===== config.mk =====
export PLATFORM = sky130hd
export DESIGN_NAME = rect_block_first_fit_allocator_top
export DESIGN_NICKNAME = d
export VERILOG_FILES = /design/src/hdl/rbffa_pkg.sv /design/src/hdl/rbffa_ram.sv /design/src/hdl/rect_block_first_fit_allocator_top.sv
export SDC_FILE = /design/constraint.sdc
export NUM_CORES = 2
export LEC_CHECK = 0
export BUFFER_PORTS_ARGS = -buffer_cell sky130_fd_sc_hd__buf_2
export CAP_MARGIN = 20
export CORE_ASPECT_RATIO = 1.2
export CORE_MARGIN = 8
export CORE_UTILIZATION = 25
export DETAILED_ROUTE_END_ITERATION = 8
export PLACE_DENSITY = 0.47
export SKIP_LAST_GASP = 1
export SLEW_MARGIN = 20
export SYNTH_ARGS = -nofsm -noshare
export SYNTH_HDL_FRONTEND = slang
export SYNTH_SLANG_ARGS = --single-unit

===== constraint.sdc =====
create_clock -name clk_i -period 7.85 [get_ports clk_i]
set_clock_uncertainty 0.1 [all_clocks]
set_input_delay 0.785 -clock clk_i [delete_from_list [all_inputs] [get_ports clk_i]]
set_output_delay 0.785 -clock clk_i [all_outputs]
set_load 0.03 [all_outputs]

===== src/hdl/rbffa_pkg.sv =====
`timescale 1ns / 1ps

package rbffa_pkg;

  // Field widths of the request, result and register transactions
  localparam int PIX_W = 11;
  localparam int POS_W = 10;
  localparam int CNT_W = 13;

  // Register port
  localparam int APB_AW = 3;
  localparam int APB_DW = 32;

  // Page size after reset, in pixels on each axis
  localparam int PAGE_RST_PIX = 1024;

  // Request opcodes
  localparam logic OPC_ALLOC = 1'b0;
  localparam logic OPC_CLEAR = 1'b1;

  // Register indexes (byte address / 4)
  localparam logic REG_PAGE_WIDTH  = 1'b0;
  localparam logic REG_PAGE_HEIGHT = 1'b1;

endpackage


===== src/hdl/rbffa_ram.sv =====
`timescale 1ns / 1ps

module rbffa_ram #(
  parameter int WIDTH = 64,
  parameter int DEPTH = 64,
  localparam int AW = (DEPTH > 1) ? $clog2(DEPTH) : 1
) (
  input  logic             clk_i,
  input  logic             we_i,
  input  logic [AW-1:0]    waddr_i,
  input  logic [WIDTH-1:0] wdata_i,
  input  logic             re_i,
  input  logic [AW-1:0]    raddr_i,
  output logic [WIDTH-1:0] rdata_o
);

  logic [WIDTH-1:0] mem_q [DEPTH];

  always_ff @(posedge clk_i) begin
    if (we_i) begin
      mem_q[waddr_i] <= wdata_i;
    end
    if (re_i) begin
      rdata_o <= mem_q[raddr_i];
    end
  end

endmodule


===== src/hdl/rect_block_first_fit_allocator_top.sv =====
`timescale 1ns / 1ps
// Channel   | Direction | Handshake               | Payload
// ----------+-----------+-------------------------+-------------------------------------------
// request   | in        | in_valid_i / in_ready_o | opcode_i, req_width_i, req_height_i
// result    | out       | out_valid_o/out_ready_i | granted_o, pos_x_o, pos_y_o, blocks_free_o
// register  | in        | psel/penable/pready     | pwrite, paddr, pwdata, prdata
//
// A clear goes straight to its result; an allocate refused on its size or the free
//   count, or an empty one, is answered after the check. A searched allocate ORs the hn
//   rows under each tried top row, narrows the free columns, and marks hn rows when granted; hn
//   and wn are the rectangle in blocks; the occupancy RAM's single read port sets the row loop.
// Reset: the occupancy rows carry one valid flag each, so reset, a clear transaction
//   and a register write empty the page by dropping the flags; no clearing pass.
// Stalls: one request is in work at a time; the next is taken while a result waits
//   in the output register.

module rect_block_first_fit_allocator_top #(
  parameter int MAX_BLOCKS_X = 64,
  parameter int MAX_BLOCKS_Y = 64,
  parameter int BLOCK_SHIFT  = 4
) (
  input  logic                          clk_i,
  input  logic                          rst_ni,
  // register port
  input  logic                          psel,
  input  logic                          penable,
  input  logic                          pwrite,
  input  logic [rbffa_pkg::APB_AW-1:0]  paddr,
  input  logic [rbffa_pkg::APB_DW-1:0]  pwdata,
  output logic [rbffa_pkg::APB_DW-1:0]  prdata,
  output logic                          pready,
  // request
  input  logic                          in_valid_i,
  output logic                          in_ready_o,
  input  logic                          opcode_i,
  input  logic [rbffa_pkg::PIX_W-1:0]   req_width_i,
  input  logic [rbffa_pkg::PIX_W-1:0]   req_height_i,
  // result
  output logic                          out_valid_o,
  input  logic                          out_ready_i,
  output logic                          granted_o,
  output logic [rbffa_pkg::POS_W-1:0]   pos_x_o,
  output logic [rbffa_pkg::POS_W-1:0]   pos_y_o,
  output logic [rbffa_pkg::CNT_W-1:0]   blocks_free_o
);

  import rbffa_pkg::*;

  // Widths derived from the page limits
  localparam int BX_W   = $clog2(MAX_BLOCKS_X + 1);
  localparam int BY_W   = $clog2(MAX_BLOCKS_Y + 1);
  localparam int XI_W   = (MAX_BLOCKS_X > 1) ? $clog2(MAX_BLOCKS_X) : 1;
  localparam int YI_W   = (MAX_BLOCKS_Y > 1) ? $clog2(MAX_BLOCKS_Y) : 1;
  localparam int FREE_W = $clog2(MAX_BLOCKS_X * MAX_BLOCKS_Y + 1);
  localparam int REQ_W  = PIX_W + 1 - BLOCK_SHIFT;
  localparam logic [PIX_W-1:0] BLK_MASK = PIX_W'((1 << BLOCK_SHIFT) - 1);

  // Page in blocks after reset, saturated at the limits
  localparam int RST_BLK = (PAGE_RST_PIX + (1 << BLOCK_SHIFT) - 1) >> BLOCK_SHIFT;
  localparam int RST_BX  = (RST_BLK > MAX_BLOCKS_X) ? MAX_BLOCKS_X : RST_BLK;
  localparam int RST_BY  = (RST_BLK > MAX_BLOCKS_Y) ? MAX_BLOCKS_Y : RST_BLK;

  // Sequencer states
  localparam logic [2:0] ST_IDLE   = 3'd0;
  localparam logic [2:0] ST_CHECK  = 3'd1;
  localparam logic [2:0] ST_SCAN   = 3'd2;
  localparam logic [2:0] ST_SHRINK = 3'd3;
  localparam logic [2:0] ST_MARK   = 3'd4;
  localparam logic [2:0] ST_RESP   = 3'd5;

  // Round pixels up to whole blocks, then saturate at lim
  function automatic int to_blocks(input logic [PIX_W-1:0] pix, input int lim);
    int n;
    n = int'(pix >> BLOCK_SHIFT) + ((|(pix & BLK_MASK)) ? 1 : 0);
    return (n > lim) ? lim : n;
  endfunction

  logic [2:0]              state_q, state_d;
  logic [PIX_W-1:0]        pw_q, pw_d, ph_q, ph_d;
  logic [BX_W-1:0]         bx_q, bx_d;
  logic [BY_W-1:0]         by_q, by_d;
  logic                    reload_q, reload_d;
  logic [FREE_W-1:0]       free_q, free_d;
  logic [MAX_BLOCKS_Y-1:0] row_valid_q, row_valid_d;
  logic [REQ_W-1:0]        wn_q, wn_d, hn_q, hn_d;
  logic [FREE_W-1:0]       area_q, area_d;
  logic [YI_W-1:0]         row_i_q, row_i_d;
  logic [BY_W-1:0]         k_q, k_d;
  logic                    pend_q, pend_d;
  logic                    rvld_q, rvld_d;
  logic [YI_W-1:0]         wr_addr_q, wr_addr_d;
  logic [MAX_BLOCKS_X-1:0] acc_q, acc_d;
  logic [MAX_BLOCKS_X-1:0] fits_q, fits_d;
  logic [BX_W-1:0]         sh_cnt_q, sh_cnt_d;
  logic [MAX_BLOCKS_X-1:0] mask_q, mask_d;
  logic                    res_granted_q, res_granted_d;
  logic [POS_W-1:0]        res_x_q, res_x_d, res_y_q, res_y_d;
  logic                    out_valid_q, out_valid_d;
  logic                    out_granted_q, out_granted_d;
  logic [POS_W-1:0]        out_x_q, out_x_d, out_y_q, out_y_d;
  logic [CNT_W-1:0]        out_free_q, out_free_d;

  logic                    cfg_wr;
  logic [BX_W-1:0]         wb;
  logic [BY_W-1:0]         hb;
  logic [FREE_W-1:0]       full_cnt;
  logic                    rd_en;
  logic [YI_W-1:0]         rd_addr;
  logic [MAX_BLOCKS_X-1:0] ram_rdata;
  logic [MAX_BLOCKS_X-1:0] row_data;
  logic [MAX_BLOCKS_X-1:0] acc_next;
  logic [MAX_BLOCKS_X-1:0] limit;
  logic [MAX_BLOCKS_X-1:0] span_mask;
  logic [XI_W-1:0]         first_idx;
  logic                    ram_we;

  assign pready     = 1'b1;
  assign cfg_wr     = psel && penable && pwrite;
  assign in_ready_o = (state_q == ST_IDLE);

  assign wb       = BX_W'(wn_q);
  assign hb       = BY_W'(hn_q);
  assign full_cnt = FREE_W'(32'(bx_q) * 32'(by_q));
  assign rd_addr  = YI_W'(32'(row_i_q) + 32'(k_q));
  assign rd_en    = (state_q inside {ST_SCAN, ST_MARK}) && (k_q < hb);
  // A row never written since the last clear reads as all free
  assign row_data = rvld_q ? ram_rdata : '0;
  assign acc_next = pend_q ? (acc_q | row_data) : acc_q;
  assign ram_we   = (state_q == ST_MARK) && pend_q;

  // Register read back
  always_comb begin
    case (paddr[2])
      REG_PAGE_WIDTH:  prdata = APB_DW'(pw_q);
      REG_PAGE_HEIGHT: prdata = APB_DW'(ph_q);
      default:         prdata = '0;
    endcase
  end

  // Columns inside the page, lowest fitting column, and the span to mark
  always_comb begin
    limit     = '0;
    span_mask = '0;
    first_idx = '0;
    for (int b = 0; b < MAX_BLOCKS_X; b++) begin
      limit[b] = (b < int'(bx_q));
    end
    for (int b = MAX_BLOCKS_X - 1; b >= 0; b--) begin
      if (fits_q[b]) begin
        first_idx = XI_W'(b);
      end
    end
    for (int b = 0; b < MAX_BLOCKS_X; b++) begin
      span_mask[b] = (b >= int'(first_idx)) && (b < int'(first_idx) + int'(wb));
    end
  end

  always_comb begin
    state_d       = state_q;
    pw_d          = pw_q;
    ph_d          = ph_q;
    bx_d          = bx_q;
    by_d          = by_q;
    reload_d      = 1'b0;
    free_d        = free_q;
    row_valid_d   = row_valid_q;
    wn_d          = wn_q;
    hn_d          = hn_q;
    area_d        = area_q;
    row_i_d       = row_i_q;
    k_d           = k_q;
    pend_d        = rd_en;
    rvld_d        = rd_en && row_valid_q[rd_addr];
    wr_addr_d     = rd_addr;
    acc_d         = acc_q;
    fits_d        = fits_q;
    sh_cnt_d      = sh_cnt_q;
    mask_d        = mask_q;
    res_granted_d = res_granted_q;
    res_x_d       = res_x_q;
    res_y_d       = res_y_q;
    out_valid_d   = out_valid_q && !out_ready_i;
    out_granted_d = out_granted_q;
    out_x_d       = out_x_q;
    out_y_d       = out_y_q;
    out_free_d    = out_free_q;

    // Refill the free count in the cycle after a page register write
    if (reload_q) begin
      free_d = full_cnt;
    end

    // A page register write re-initialises the page
    if (cfg_wr) begin
      case (paddr[2])
        REG_PAGE_WIDTH: begin
          pw_d = pwdata[PIX_W-1:0];
          bx_d = BX_W'(to_blocks(pwdata[PIX_W-1:0], MAX_BLOCKS_X));
        end
        REG_PAGE_HEIGHT: begin
          ph_d = pwdata[PIX_W-1:0];
          by_d = BY_W'(to_blocks(pwdata[PIX_W-1:0], MAX_BLOCKS_Y));
        end
        default: ;
      endcase
      row_valid_d = '0;
      reload_d    = 1'b1;
    end

    case (state_q)
      ST_IDLE: begin
        if (in_valid_i) begin
          if (opcode_i == OPC_CLEAR) begin
            row_valid_d   = '0;
            free_d        = full_cnt;
            res_granted_d = 1'b1;
            res_x_d       = '0;
            res_y_d       = '0;
            state_d       = ST_RESP;
          end else begin
            wn_d    = REQ_W'(to_blocks(req_width_i, 32'hFFFF));
            hn_d    = REQ_W'(to_blocks(req_height_i, 32'hFFFF));
            state_d = ST_CHECK;
          end
        end
      end

      ST_CHECK: begin
        res_granted_d = 1'b0;
        res_x_d       = '0;
        res_y_d       = '0;
        if ((free_q == '0) || (32'(wn_q) > 32'(bx_q)) || (32'(hn_q) > 32'(by_q))) begin
          state_d = ST_RESP;
        end else if ((wn_q == '0) || (hn_q == '0)) begin
          // Empty rectangle: grant at the origin, take no blocks
          res_granted_d = 1'b1;
          state_d       = ST_RESP;
        end else begin
          row_i_d = '0;
          k_d     = '0;
          acc_d   = '0;
          area_d  = FREE_W'(32'(wb) * 32'(hb));
          state_d = ST_SCAN;
        end
      end

      // OR together the hn rows under the candidate top row
      ST_SCAN: begin
        if (rd_en) begin
          k_d = k_q + BY_W'(1);
        end
        acc_d = acc_next;
        if (!rd_en && pend_q) begin
          fits_d   = ~acc_next & limit;
          sh_cnt_d = wb - BX_W'(1);
          state_d  = ST_SHRINK;
        end
      end

      // Narrow the free columns to starts of wn-wide free runs
      ST_SHRINK: begin
        if (sh_cnt_q != '0) begin
          fits_d   = fits_q & (fits_q >> 1);
          sh_cnt_d = sh_cnt_q - BX_W'(1);
        end else if (|fits_q) begin
          res_granted_d = 1'b1;
          res_x_d       = POS_W'(32'(first_idx) << BLOCK_SHIFT);
          res_y_d       = POS_W'(32'(row_i_q) << BLOCK_SHIFT);
          mask_d        = span_mask;
          k_d           = '0;
          state_d       = ST_MARK;
        end else if (32'(row_i_q) + 32'd1 + 32'(hb) > 32'(by_q)) begin
          state_d = ST_RESP;
        end else begin
          row_i_d = row_i_q + YI_W'(1);
          k_d     = '0;
          acc_d   = '0;
          state_d = ST_SCAN;
        end
      end

      // Read, set the span, write back; the next row is read while the last is written back
      ST_MARK: begin
        if (rd_en) begin
          k_d = k_q + BY_W'(1);
        end
        if (pend_q) begin
          row_valid_d[wr_addr_q] = 1'b1;
        end
        if (!rd_en && pend_q) begin
          free_d  = free_q - area_q;
          state_d = ST_RESP;
        end
      end

      ST_RESP: begin
        if (!out_valid_q || out_ready_i) begin
          out_valid_d   = 1'b1;
          out_granted_d = res_granted_q;
          out_x_d       = res_x_q;
          out_y_d       = res_y_q;
          out_free_d    = CNT_W'(32'(free_q));
          state_d       = ST_IDLE;
        end
      end

      default: begin
        state_d = ST_IDLE;
      end
    endcase
  end

  always_ff @(posedge clk_i or negedge rst_ni) begin
    if (!rst_ni) begin
      state_q       <= ST_IDLE;
      pw_q          <= PIX_W'(PAGE_RST_PIX);
      ph_q          <= PIX_W'(PAGE_RST_PIX);
      bx_q          <= BX_W'(RST_BX);
      by_q          <= BY_W'(RST_BY);
      reload_q      <= 1'b0;
      free_q        <= FREE_W'(RST_BX * RST_BY);
      row_valid_q   <= '0;
      wn_q          <= '0;
      hn_q          <= '0;
      area_q        <= '0;
      row_i_q       <= '0;
      k_q           <= '0;
      pend_q        <= 1'b0;
      rvld_q        <= 1'b0;
      wr_addr_q     <= '0;
      acc_q         <= '0;
      fits_q        <= '0;
      sh_cnt_q      <= '0;
      mask_q        <= '0;
      res_granted_q <= 1'b0;
      res_x_q       <= '0;
      res_y_q       <= '0;
      out_valid_q   <= 1'b0;
      out_granted_q <= 1'b0;
      out_x_q       <= '0;
      out_y_q       <= '0;
      out_free_q    <= '0;
    end else begin
      state_q       <= state_d;
      pw_q          <= pw_d;
      ph_q          <= ph_d;
      bx_q          <= bx_d;
      by_q          <= by_d;
      reload_q      <= reload_d;
      free_q        <= free_d;
      row_valid_q   <= row_valid_d;
      wn_q          <= wn_d;
      hn_q          <= hn_d;
      area_q        <= area_d;
      row_i_q       <= row_i_d;
      k_q           <= k_d;
      pend_q        <= pend_d;
      rvld_q        <= rvld_d;
      wr_addr_q     <= wr_addr_d;
      acc_q         <= acc_d;
      fits_q        <= fits_d;
      sh_cnt_q      <= sh_cnt_d;
      mask_q        <= mask_d;
      res_granted_q <= res_granted_d;
      res_x_q       <= res_x_d;
      res_y_q       <= res_y_d;
      out_valid_q   <= out_valid_d;
      out_granted_q <= out_granted_d;
      out_x_q       <= out_x_d;
      out_y_q       <= out_y_d;
      out_free_q    <= out_free_d;
    end
  end

  // Occupancy rows: one bit per block, one row per word
  rbffa_ram #(
    .WIDTH (MAX_BLOCKS_X),
    .DEPTH (MAX_BLOCKS_Y)
  ) u_occ_ram (
    .clk_i   (clk_i),
    .we_i    (ram_we),
    .waddr_i (wr_addr_q),
    .wdata_i (row_data | mask_q),
    .re_i    (rd_en),
    .raddr_i (rd_addr),
    .rdata_o (ram_rdata)
  );

  assign out_valid_o   = out_valid_q;
  assign granted_o     = out_granted_q;
  assign pos_x_o       = out_x_q;
  assign pos_y_o       = out_y_q;
  assign blocks_free_o = out_free_q;

  // Row reads stay inside the page
  a_read_in_page : assert property (@(posedge clk_i) disable iff (!rst_ni)
    rd_en |-> (32'(rd_addr) < 32'(by_q)))
    else $error("occupancy read beyond page height");

  // Candidate columns never reach past the page width
  a_fits_in_page : assert property (@(posedge clk_i) disable iff (!rst_ni)
    (state_q == ST_SHRINK) |-> ((fits_q & ~limit) == '0))
    else $error("candidate column beyond page width");

  // Marking only starts with enough free blocks to cover the rectangle
  a_area_covered : assert property (@(posedge clk_i) disable iff (!rst_ni)
    ((state_q == ST_MARK) && !reload_q) |-> (area_q <= free_q))
    else $error("rectangle area exceeds free count");

  // A refused request reports the origin
  a_refused_origin : assert property (@(posedge clk_i) disable iff (!rst_ni)
    (out_valid_o && !granted_o) |-> ((pos_x_o == '0) && (pos_y_o == '0)))
    else $error("refused request with non-zero position");

endmodule


# == After elaboration in Yosys (flattened, before gate mapping) ==
# Memory sizes are Yosys's and may differ from the RTL's. A register that Yosys moved wholly into a read port is not among the register bits.
# Cells that the tools add are included.
# word_totals
input_bits,65
output_inout_bits,69
word_cells,523
ram_bits,4096
n_memories,1
ff_bits,422
# mem_list
memory,depth,width,rd,rd_clocked_by_memory_dff,write_ports,line_no,rtl
u_occ_ram.mem_q,64,64,1,1,1,rbffa_ram.sv:17,logic [WIDTH-1:0] mem_q [DEPTH];
# op_classes
n_bitwise,11
reduce_logical,106
multipliers,2
order_cmp,201
addsub,12
mux,143
n_eq_ne,19
# ops
cell,count
$lt 7x32->1 const A,31
$mux 64,13
$lt 6x32->1 const A,16
$mux 6,69
$lt 5x32->1 const A,8
$pmux 64 s2,2
$lt 6x7->1 const A,32
$or 64x64->64,3
$pmux 64 s3,1
$ge 6x6->1 const A,31
$lt 4x32->1 const A,4
$lt 5x7->1 const A,16
$ge 5x6->1 const A,16
$logic_and 1x1->1,71
$and 64x63->64,1
$and 64x64->64,1
$lt 3x32->1 const A,2
$not 64->64,1
$pmux 32 s2,1
$reduce_or 64->1,1
$mux 7,9
$mux 10,6
$pmux 10 s3,2
$lt 4x7->1 const A,8
other kinds (59),149

# == Longest topological paths before layout ==
# logic_depth
ltp_word,67
mapped_depth,19
ltp_nobuf,18

# == By module ==
# A second synthesis with hierarchy kept.
# hier_totals
hier_cells,9274
hier_area_um2,182143.4
# modules_own_cells
module,seq_area_each_um2,area_per_inst_um2,cells_per_inst,n_inst
rbffa_ram,124919.8,156526.4,6498,1
rect_block_first_fit_allocator_top,10166.0,25617.1,2776,1

# == Least setup slack after synthesis ==
# OpenSTA, ideal clock, no wires.
# synth_timing
path_type,register -> register
from,register state_q[0]
to,"memory u_occ_ram.mem_q[18][0], enable pin"
path_slack_ns,-0.058
setup_time_ns,0.647
arrival_time_ns,7.161
path_stages_with_launch,5
synth_period_minus_slack_ns,7.908
path_cell_list,dfrtp_1 > clkbuf_1 > nor3_1 > nand2_1 > nor4_1
# synth_between
elab_chain_cells,4
# synth_rtl
item,line_no,rtl
"start, declared",rect_block_first_fit_allocator_top.sv:78,"logic [2:0] state_q, state_d;"
"start signal, assigned",rect_block_first_fit_allocator_top.sv:344,state_q <= state_d;
$eq 3x3->1,rect_block_first_fit_allocator_top.sv:129,assign ram_we = (state_q == ST_MARK) && pend_q;
$logic_and 1x1->1,rect_block_first_fit_allocator_top.sv:129,
$mux 1,rbffa_ram.sv:20,if (we_i) begin
$mux 1 (implied by the code),rbffa_ram.sv:21,mem_q[waddr_i] <= wdata_i;
"end, declared",rbffa_ram.sv:17,
# No other way between the ends.

# == Final worst setup path ==
# layout_timing
from,register fits_q[7]
to,register mask_q[11]
# layout_between
elab_chain_cells,11
word_cells_on_any_way,14
cone_classes,add/sub: 1; order compare: 2; mux: 8; reduce/logical: 3
# layout_rtl
item,line_no,rtl
"start, declared",rect_block_first_fit_allocator_top.sv:93,"logic [MAX_BLOCKS_X-1:0] fits_q, fits_d;"
"start signal, assigned",rect_block_first_fit_allocator_top.sv:361,fits_q <= fits_d;
$mux 6 (8 in series),rect_block_first_fit_allocator_top.sv:149,if (fits_q[b]) begin
$add 6x7->8,rect_block_first_fit_allocator_top.sv:154,span_mask[b] = (b >= int'(first_idx)) && (b < int'(first_idx) + int'(wb));
$lt 5x32->1,rect_block_first_fit_allocator_top.sv:154,
$logic_and 1x1->1,rect_block_first_fit_allocator_top.sv:154,
"end signal, assigned",rect_block_first_fit_allocator_top.sv:363,mask_q <= mask_d;
"end, declared",rect_block_first_fit_allocator_top.sv:95,"logic [MAX_BLOCKS_X-1:0] mask_q, mask_d;"
# Parallel ways exist; a longest one is shown, timed or not.
# A chain may end at the register's enable or synchronous reset.

==> impl_metrics.env <==
export IMPL_post_cts_buffers=0
export IMPL_period_needed_ps=6090
export IMPL_ios=134
export IMPL_hold_violations=0
export IMPL_synth_xor_area_frac=0.00313
export IMPL_maxCapViolations=0
export IMPL_irDropWorstVdd_uv=728
export IMPL_synth_area_sq_um=182000
export IMPL_criticalPathCategory="flip-flop to flip-flop"
export IMPL_remaining_drc_errors=0
export IMPL_cp_max_fo=14
export IMPL_synth_area_leaders="edfxtp_1 (69%), mux4_2 (17%), dfrtp_1 (5.5%)"
export IMPL_dp_cells=18100
export IMPL_std_cell_rows=343
export IMPL_vias=91200
export IMPL_yosysMostFrequentCell="edfxtp_1"
export IMPL_r2r_cells=16
export IMPL_synth_main_ff_cell="edfxtp_1"
export IMPL_avgSynthCellArea_sq_um=21.3
export IMPL_min_to="hn_q[4]$_DFFE_PN0P_"
export IMPL_die_height_um=950
export IMPL_top_layer="met5"
export IMPL_setup_viol=0
export IMPL_fmax_mhz=164
export IMPL_cts_max_level=5
export IMPL_grt_overflow_total=0
export IMPL_grt_max_degree=152
export IMPL_holdCritPathClass="input port to flip-flop"
export IMPL_die_x_um=794
export IMPL_clkSinkCount=4566
export IMPL_cts_inserted_buffers=429
export IMPL_final_antenna_net_count=0
export IMPL_clkLatencyLatePin_ps=1030
export IMPL_rsz0062_at_grt="no"
export IMPL_synth_mux_area_frac=0.174
export IMPL_die_area_sq_um=755000
export IMPL_hold_start="req_height_i[8]"
export IMPL_cts_tree="yes"
export IMPL_slew_headroom=0.242
export IMPL_path_clk_slew_ps=70
export IMPL_reg2reg_to="mask_q[11]$_DFFE_PN0P_"
export IMPL_globalplace_congestion=0.868
export IMPL_root_buffer="clkbuf_16"
export IMPL_synth_fa_ha_area_frac=0.0142
export IMPL_syn_to_final_growth_pct=16.2
export IMPL_post_synth_num_cell_types=88
export IMPL_synth_simple_gate_area_share=0.0209
export IMPL_r2r_setup_slack_ps=1760
export IMPL_syn_inst=8513
export IMPL_ys_ff_latch=4566
export IMPL_final_cell_count_no_fill=18900
export IMPL_grt_antenna_before_repair=34
export IMPL_cp_required_ps=8660
export IMPL_wl_per_cell_um=29.8
export IMPL_io_buffers=80
export IMPL_drive_above_1_share=0.279
export IMPL_hold_depth=4
export IMPL_grt_first_pass_wirelength_um=776000
export IMPL_powerDensity_nw_per_um2=421
export IMPL_synth_top_area_frac=0.687
export IMPL_period_share=0.776
export IMPL_track_usage=0.145
export IMPL_drtIter0Drc=9982
export IMPL_worstPathArrival_ps=6910
export IMPL_synth_top_cell_by_area="edfxtp_1"
export IMPL_route_met2_wl_um=289000
export IMPL_synth_compound_area_frac=0.0306
export IMPL_dp_hpwl_um=307000
export IMPL_synth_edf_count=4160
export IMPL_drv_slew=0
export IMPL_crit_path_end_kind="flip-flop"
export IMPL_start_util=0.250
export IMPL_yosysSeqAreaShare=0.743
export IMPL_dr_pass1_iters=8
export IMPL_async_flop_share=0.0889
export IMPL_p_total_w=0.0888
export IMPL_ys_top_cells_by_count="edfxtp_1 (4160), mux4_2 (1365), dfrtp_1 (401)"
export IMPL_met1_length_um=223000
export IMPL_p_leak_nw=70.2
export IMPL_drt_total_wl_um=565000
export IMPL_synth_top_family_by_area="multiplexers"
export IMPL_status="completed"
export IMPL_worst_slew_pin_transition_ps=1140
export IMPL_r2r_start="fits_q[7]$_DFFE_PN0P_"
export IMPL_avgViaCountPerCell=4.82
export IMPL_finalSetupTns_ps=0
export IMPL_wl_met3_um=32000
export IMPL_core_area_sq_um=726000
export IMPL_clock_path_buffers=4
export IMPL_critPathLaunchType="flip-flop"
export IMPL_yosysWarnings=0
export IMPL_nNetsFinal=9154
export IMPL_grt_pass1_vias=94500
## through the flow
| stage | hold WS [ps] | worst slack [ps] | utilization | cell area [sq um] |
|---|---|---|---|---|
| detailed placement | 362 | 1940 | 0.271 | 196000 |
| floorplan | 341 | -58.3 | - | 182000 |
| global placement | 353 | 1920 | 0.270 | 196000 |
| global route | 84.6 | 1430 | 0.291 | 211000 |
| CTS | 7.59 | 1900 | 0.291 | 211000 |
| finish | 116 | 1760 | 0.291 | 211000 |
## placed cells by master, fill, tap and decap left out, types with 64 or more instances in the layout
| cell type | n |
|---|---|
| clkinv_2 | 78 |
| nor2_4 | 64 |
| ha_1 | 125 |
| nor2_1 | 215 |
| dfrtp_1 | 400 |
| edfxtp_1 | 4160 |
| buf_12 | 79 |
| inv_1 | 145 |
| buf_4 | 215 |
| clkinv_1 | 83 |
| clkbuf_16 | 435 |
| o21ai_0 | 174 |
| buf_2 | 79 |
| mux4_2 | 1365 |
| a21o_1 | 158 |
| clkbuf_1 | 83 |
| mux2_2 | 66 |
| nand2_1 | 265 |
| a21oi_1 | 158 |
## cells by family (layout without fill, tap and decap cells)
| group | Yosys count | count (layout) |
|---|---|---|
| xor+xnor | 65 | 65 |
| flops | 4566 | 4566 |
| fa+ha+maj | 176 | 176 |
| other cells | 2 | 35 |
| compound gates | 820 | 820 |
| simple gates | 825 | 825 |
| buf+inv | 610 | 1350 |
| mux | 1449 | 1449 |
## where the power goes
group,internal (W),switching (W),total [W]
Sequential,0.0297,0.00132,0.0310
Clock,0.0122,0.00938,0.0216
Combinational,0.0149,0.0213,0.0362
## worst max-delay path, stage by stage, from the launching register on
cell and delay, ps:
dfrtp_1 440, or3_1 440, nor4_1 650, nand2_1 150, o211ai_1 770, a21o_1 420
inv_1 190, ha_1 250, inv_1 80, fa_1 240, nor2b_1 90, o31a_1 250
or3b_2 440, mux2i_1 270, nand3_1 600, o2111ai_1 500, nand2_1 110
## final cells by class
cell class | count | area [sq um]
flip-flops and latches | 4566 | 135000
clock buffers | 531 | 11400
diodes | 5 | 12.5
repair buffers | 403 | 3980
inverters | 148 | 556
fillers | 70400 | 515000
multi-input cells | 3365 | 45100
clock inverters | 268 | 3050
well taps | 9660 | 12100
## layer usage
metal  track usage  vias to the layer above
li1              -                    36300
met1         0.181                    50900
met2         0.258                     3318
met3        0.0197                      788
met4        0.0455                        2
met5             0                        -
## what timing repair did
| item | in CTS | in global routing |
|---|---|---|
| resized for setup | 0 | 0 |
| hold buffers | 24 | 0 |
| hold endpoints to repair | 133 | 0 |
| setup endpoints to repair | 0 | 0 |
## sequential cells by signal (all words and copies together) (netlist names), 64 cells and up
register           flops
acc_q                 64
fits_q                64
mask_q                64
row_valid_q           64
u_occ_ram.mem_q     4096
u_occ_ram.rdata_o     64
## worst max-delay path by stage
stage	start	cells past startpoint	endpoint	slack, ps
detailed placement	fits_q[7]$_DFFE_PN0P_	17	mask_q[27]$_DFFE_PN0P_	1940
finish	fits_q[7]$_DFFE_PN0P_	16	mask_q[11]$_DFFE_PN0P_	1760
global route	fits_q[7]$_DFFE_PN0P_	16	mask_q[0]$_DFFE_PN0P_	1430
CTS	fits_q[7]$_DFFE_PN0P_	17	mask_q[27]$_DFFE_PN0P_	1900
global placement	fits_q[7]$_DFFE_PN0P_	15	mask_q[48]$_DFFE_PN0P_	1920
floorplan	state_q[0]$_DFFE_PN0P_	4	u_occ_ram.mem_q[18][0]$_DFFE_PP_	-60
No activity file was read; power rests on OpenSTA's default activity.
